<file path="src/rtl/lvg_pkg.sv">
// Package: shared types and constants for the loss value and gradient block.
package lvg_pkg;
  localparam logic [1:0] MODE_MAE = 2'd0;
  localparam logic [1:0] MODE_MSE = 2'd1;
  localparam logic [1:0] MODE_CE  = 2'd2;
  localparam logic [1:0] ADDR_LOSS_MODE = 2'd0;
  localparam int ACC_W = 48;
  localparam logic [31:0] LN2_Q32 = 32'd2977044472;

  typedef enum logic [2:0] {
    ST_IDLE, ST_LOG, ST_DIV, ST_MUL, ST_DONE
  } be_state_t;
endpackage

</file>
<file path="src/rtl/lvg_if.sv">
// Interfaces: input item channel and result item channel.
interface lvg_in_if #(parameter int DW = 32);
  logic valid;
  logic ready;
  logic signed [DW-1:0] predicted;
  logic signed [DW-1:0] expected;
  logic last_element;
  modport source (output valid, predicted, expected, last_element, input ready);
  modport sink (input valid, predicted, expected, last_element, output ready);
endinterface


</file>
<file path="src/rtl/lvg_front.sv">
// Front end: accepts items, tags them with mode, queues them (depth 2).
module lvg_front import lvg_pkg::*; #(
  parameter int DW = 32
) (
  input  logic clk,
  input  logic rst,
  lvg_in_if.sink in_ch,
  input  logic [1:0] mode,
  output logic q_valid,
  input  logic q_ready,
  output logic signed [DW-1:0] q_p,
  output logic signed [DW-1:0] q_t,
  output logic q_last,
  output logic [1:0] q_mode
);
  logic [2*DW+2:0] slot [2];
  logic rd, wr;
  logic [1:0] cnt;
  logic [1:0] cnt_next;
  logic push, pop;

  assign in_ch.ready = (cnt != 2'd2);
  assign push = in_ch.valid && in_ch.ready;
  assign pop = q_valid && q_ready;
  assign q_valid = (cnt != 2'd0);
  assign {q_mode, q_last, q_p, q_t} = slot[rd];
  assign cnt_next = cnt + {1'b0, push} - {1'b0, pop};

  // queue pointers
  always_ff @(posedge clk) begin
    if (rst) begin
      rd <= 1'b0;
      wr <= 1'b0;
      cnt <= 2'd0;
    end else begin
      cnt <= cnt_next;
      if (push) wr <= ~wr;
      if (pop) rd <= ~rd;
    end
  end

  // queue storage
  always_ff @(posedge clk) begin
    if (push) slot[wr] <= {mode, in_ch.last_element, in_ch.predicted, in_ch.expected};
  end

`ifndef SYNTH
  a_no_over: assert property (@(posedge clk) disable iff (rst) cnt != 2'd3)
    else $error("queue count overflow");
  a_full: assert property (@(posedge clk) disable iff (rst)
    (cnt == 2'd2 && !pop) |=> cnt == 2'd2) else $error("full queue lost item");
  a_cnt: assert property (@(posedge clk) disable iff (rst)
    (push && !pop) |=> cnt == $past(cnt) + 2'd1) else $error("count slip");
`endif
endmodule

</file>
<file path="src/flat_wrapper.sv">
// flat-port wrapper written by rule: the top's interface ports become plain ports
module lvg_front_flat import lvg_pkg::*;
#(
  parameter int DW = 32
)
  (clk, rst, mode, q_valid, q_ready, q_p, q_t, q_last, q_mode, in_ch_valid, in_ch_predicted, in_ch_expected, in_ch_last_element, in_ch_ready);
  lvg_in_if #(.DW(DW)) in_ch_i ();
  input  logic clk;
  input  logic rst;
  input  logic [1:0] mode;
  output logic q_valid;
  input  logic q_ready;
  output logic signed [DW-1:0] q_p;
  output logic signed [DW-1:0] q_t;
  output logic q_last;
  output logic [1:0] q_mode;
  input wire logic [$bits(in_ch_i.valid)-1:0] in_ch_valid;
  input wire logic [$bits(in_ch_i.predicted)-1:0] in_ch_predicted;
  input wire logic [$bits(in_ch_i.expected)-1:0] in_ch_expected;
  input wire logic [$bits(in_ch_i.last_element)-1:0] in_ch_last_element;
  output wire logic [$bits(in_ch_i.ready)-1:0] in_ch_ready;
  assign in_ch_i.valid = in_ch_valid;
  assign in_ch_i.predicted = in_ch_predicted;
  assign in_ch_i.expected = in_ch_expected;
  assign in_ch_i.last_element = in_ch_last_element;
  assign in_ch_ready = in_ch_i.ready;
  lvg_front #(.DW(DW)) u_core (.clk(clk), .rst(rst), .in_ch(in_ch_i), .mode(mode), .q_valid(q_valid), .q_ready(q_ready), .q_p(q_p), .q_t(q_t), .q_last(q_last), .q_mode(q_mode));
endmodule
</file>
<file path="config.mk">
export PLATFORM = sky130hd
export DESIGN_NAME = lvg_front_flat
export DESIGN_NICKNAME = d
export VERILOG_FILES = /design/src/rtl/lvg_pkg.sv /design/src/rtl/lvg_if.sv /design/src/rtl/lvg_front.sv /design/src/flat_wrapper.sv
export SDC_FILE = /design/constraint.sdc
export NUM_CORES = 1
export LEC_CHECK = 0
export BUFFER_PORTS_ARGS = -buffer_cell sky130_fd_sc_hd__buf_4
export CORE_UTILIZATION = 35
export CTS_BUF_LIST = sky130_fd_sc_hd__clkbuf_8
export DETAILED_ROUTE_END_ITERATION = 10
export PLACE_DENSITY = 0.66
export SLEW_MARGIN = 20
export SYNTH_ARGS = -nofsm -noshare
export SYNTH_HDL_FRONTEND = slang
export SYNTH_SLANG_ARGS = --single-unit
</file>
<file path="constraint.sdc">
create_clock -name clk -period 5.75 [get_ports clk]
set_input_delay 0.575 -clock clk [delete_from_list [all_inputs] [get_ports clk]]
set_output_delay 0.575 -clock clk [all_outputs]
set_load 0.005 [all_outputs]
</file>
==> metrics <==
final period utilization 44.75%; Final Max Tran Viols 0; critical path arrival 2000 ps; post-synthesis sequential area ratio 79.54%; critical path class register to output pin; RSZ-0062 raised after global routing false; clock tree buffer depth 2; drt pass-1 iters 4; worst hold path cell count 1; Peak supply drop 0.0002591 V; Cells after Synth 235; routed via count 2,599; Yosys cell types 21; initial antenna violation count 0; gr usage total 12.25%; share of layout cells above drive strength 1 60.15%; syn_nets 308; gr ovfl total 0; postcts setup bufs 0; Layout Skew 7.500 ps; post-synthesis register bit count 139; worst-margin pin slew 971.8 ps; hold buffers post-CTS 0; TritonCTS buffer count 17; CTS clock-pin slew for the worst setup and hold paths 80 ps; DRT antenna net count 0; Via density 4.458; Synth Area per Inst 22.06 µm²; Min-Delay Path Class input pin to register; n_diodes 0; WL/cell 15.69 µm; CP startpoint kind register; TritonCTS clock tree done; Hold Path Sink u_core.slot[0][23]; Final Setup Violations 0; r2r endpoint u_core.slot[0][14]; P per Cell Area 420.6 nW/µm²; worst rel slew slack 35.22%; status finished, final reports clean; Crit. End Element output pin; Routed Wire Length 9145 µm; die width 123.7 µm; met2 wire length 4642 µm; Leakage Power 2.586 nW; I/O Buffers 139; Max H-tree Level 4; Ports 140; half-perimeter wire length after placement 5769 µm; first-pass GRT wire length 13,330 µm; hold_sp in_ch_expected[23]; Die Span Y 123.7 µm; final net count 461; reg2reg start u_core.cnt[0]; synthesized area 5185 µm²; wire length on met1 3677 µm; Clk Latency, worst-skew pair 430 ps; Initial Utilization 35.81%; fill cell count 1,245; Synth Warn # 0; vias in the first global route 2,671; Setup TNS Final 0 ps; Final min period 2573 ps; DRC 0; reg-to-reg slack, setup 3230 ps; DR top layer met4; drt first-iter violations 114; CP Max Fanout 35; most common cell after layout, fill and taps aside buf_4; Num Clock Sinks 139; pin count of the biggest net entering global routing 68; routability congestion estimate 0.6954; most frequent cells in the layout buf_4, edfxtp_1, mux2_2, mux2_4, clkbuf_8; R2R depth 4; max_cap viols 0; f_max 388.6 MHz; CP required 5180 ps; Layout Utilization 47.21%; Area Growth Syn to Fin 31.83%; WL met3 645 µm; CTS root buf clkbuf_8; Core Region 14,480 µm²; DIE AREA 15,310 µm²; std cell rows 44; post-cts gate resize count 0; Fin. Hold Viols 0
==> logic make-up after synthesis <==
kind of cell             share of synthesized area (%)
AND/OR/NAND/NOR                                  1.448
adder cells (fa/ha/maj)                         0.4825
AO/OA/AOI/OAI                                   0.2413
buffers and inverters                            1.231
flip-flops                                       79.54
multiplexers                                     16.72
XOR/XNOR                                        0.3379
==> sequential cells by signal (all words and copies together), names as in the netlist, named ones only <==
signal       flops
u_core.slot    134
u_core.wr        1
u_core.cnt       2
u_core.rd        1
==> worst max-delay path by stage <==
stage	to	slack, ps	cells past startpoint
2_1_floorplan	u_core.slot[0][0]	1540	2
3_3_place_gp	u_core.slot[0][6]	3140	4
3_5_place_dp	u_core.slot[0][12]	3060	4
4_1_cts	q_p[3]	2990	2
5_1_grt	u_core.slot[0][15]	3020	4
6_report	q_t[31]	3180	3
==> layer usage <==
metal  vias to the layer above  GRT usage, %
met5                         -             0
met4                         0         6.551
met3                        17         4.945
met2                        89         19.76
met1                      1270         13.88
li1                       1223             -
==> worst max-delay path: stages, from the launching register on <==
cell	delay, ps
dfxtp_4	730
buf_12	290
mux2_2	370
buf_4	140
==> stage by stage <==
stage	setup slack [ps]	area (µm²)	total power, mW	hold slack [ps]	instances
final	3177	6835	2.875	317.0	583
after global routing	3024	6835	3.030	273.9	583
after CTS	2995	6815	2.921	275.4	582
after detailed placement	3058	6426	2.139	499.8	552
after global placement	3137	6426	2.120	497.6	552
after floorplan	1538	5185	1.779	470.7	235
==> layout make-up <==
type	instances	area [µm²]	share of cell area, %
clock buffer	17	234.0	3.423
clock inverter	13	155.1	2.270
inverter	2	7.507	0.1098
multi-input combinational	87	1010	14.77
sequential	139	4128	60.39
tap	184	230.2	3.368
timing repair buffer	141	1071	15.67
==> synth_stat cells, drive strengths merged <==
cell,instances,area share [%]
nand3,1,0.096
and3,1,0.12
buf,7,1.1
nand2b,2,0.24
nor2b,2,0.24
edfxtp,134,78
dfxtp,5,1.9
o21a,1,0.14
nor3,1,0.096
o21ai,1,0.096
mux2,67,17
and2,2,0.24
inv,2,0.14
xnor2,1,0.17
xor2,1,0.17
ha,2,0.48
nor2,4,0.29
or2,1,0.12
==> power breakdown <==
part           switching [mW]  leakage [nW]  internal, mW
combinational           0.277          1.11         0.460
clock                   0.355         0.188         0.419
sequential             0.0791          1.29          1.28
No activity file was read; power rests on OpenSTA's default activity.
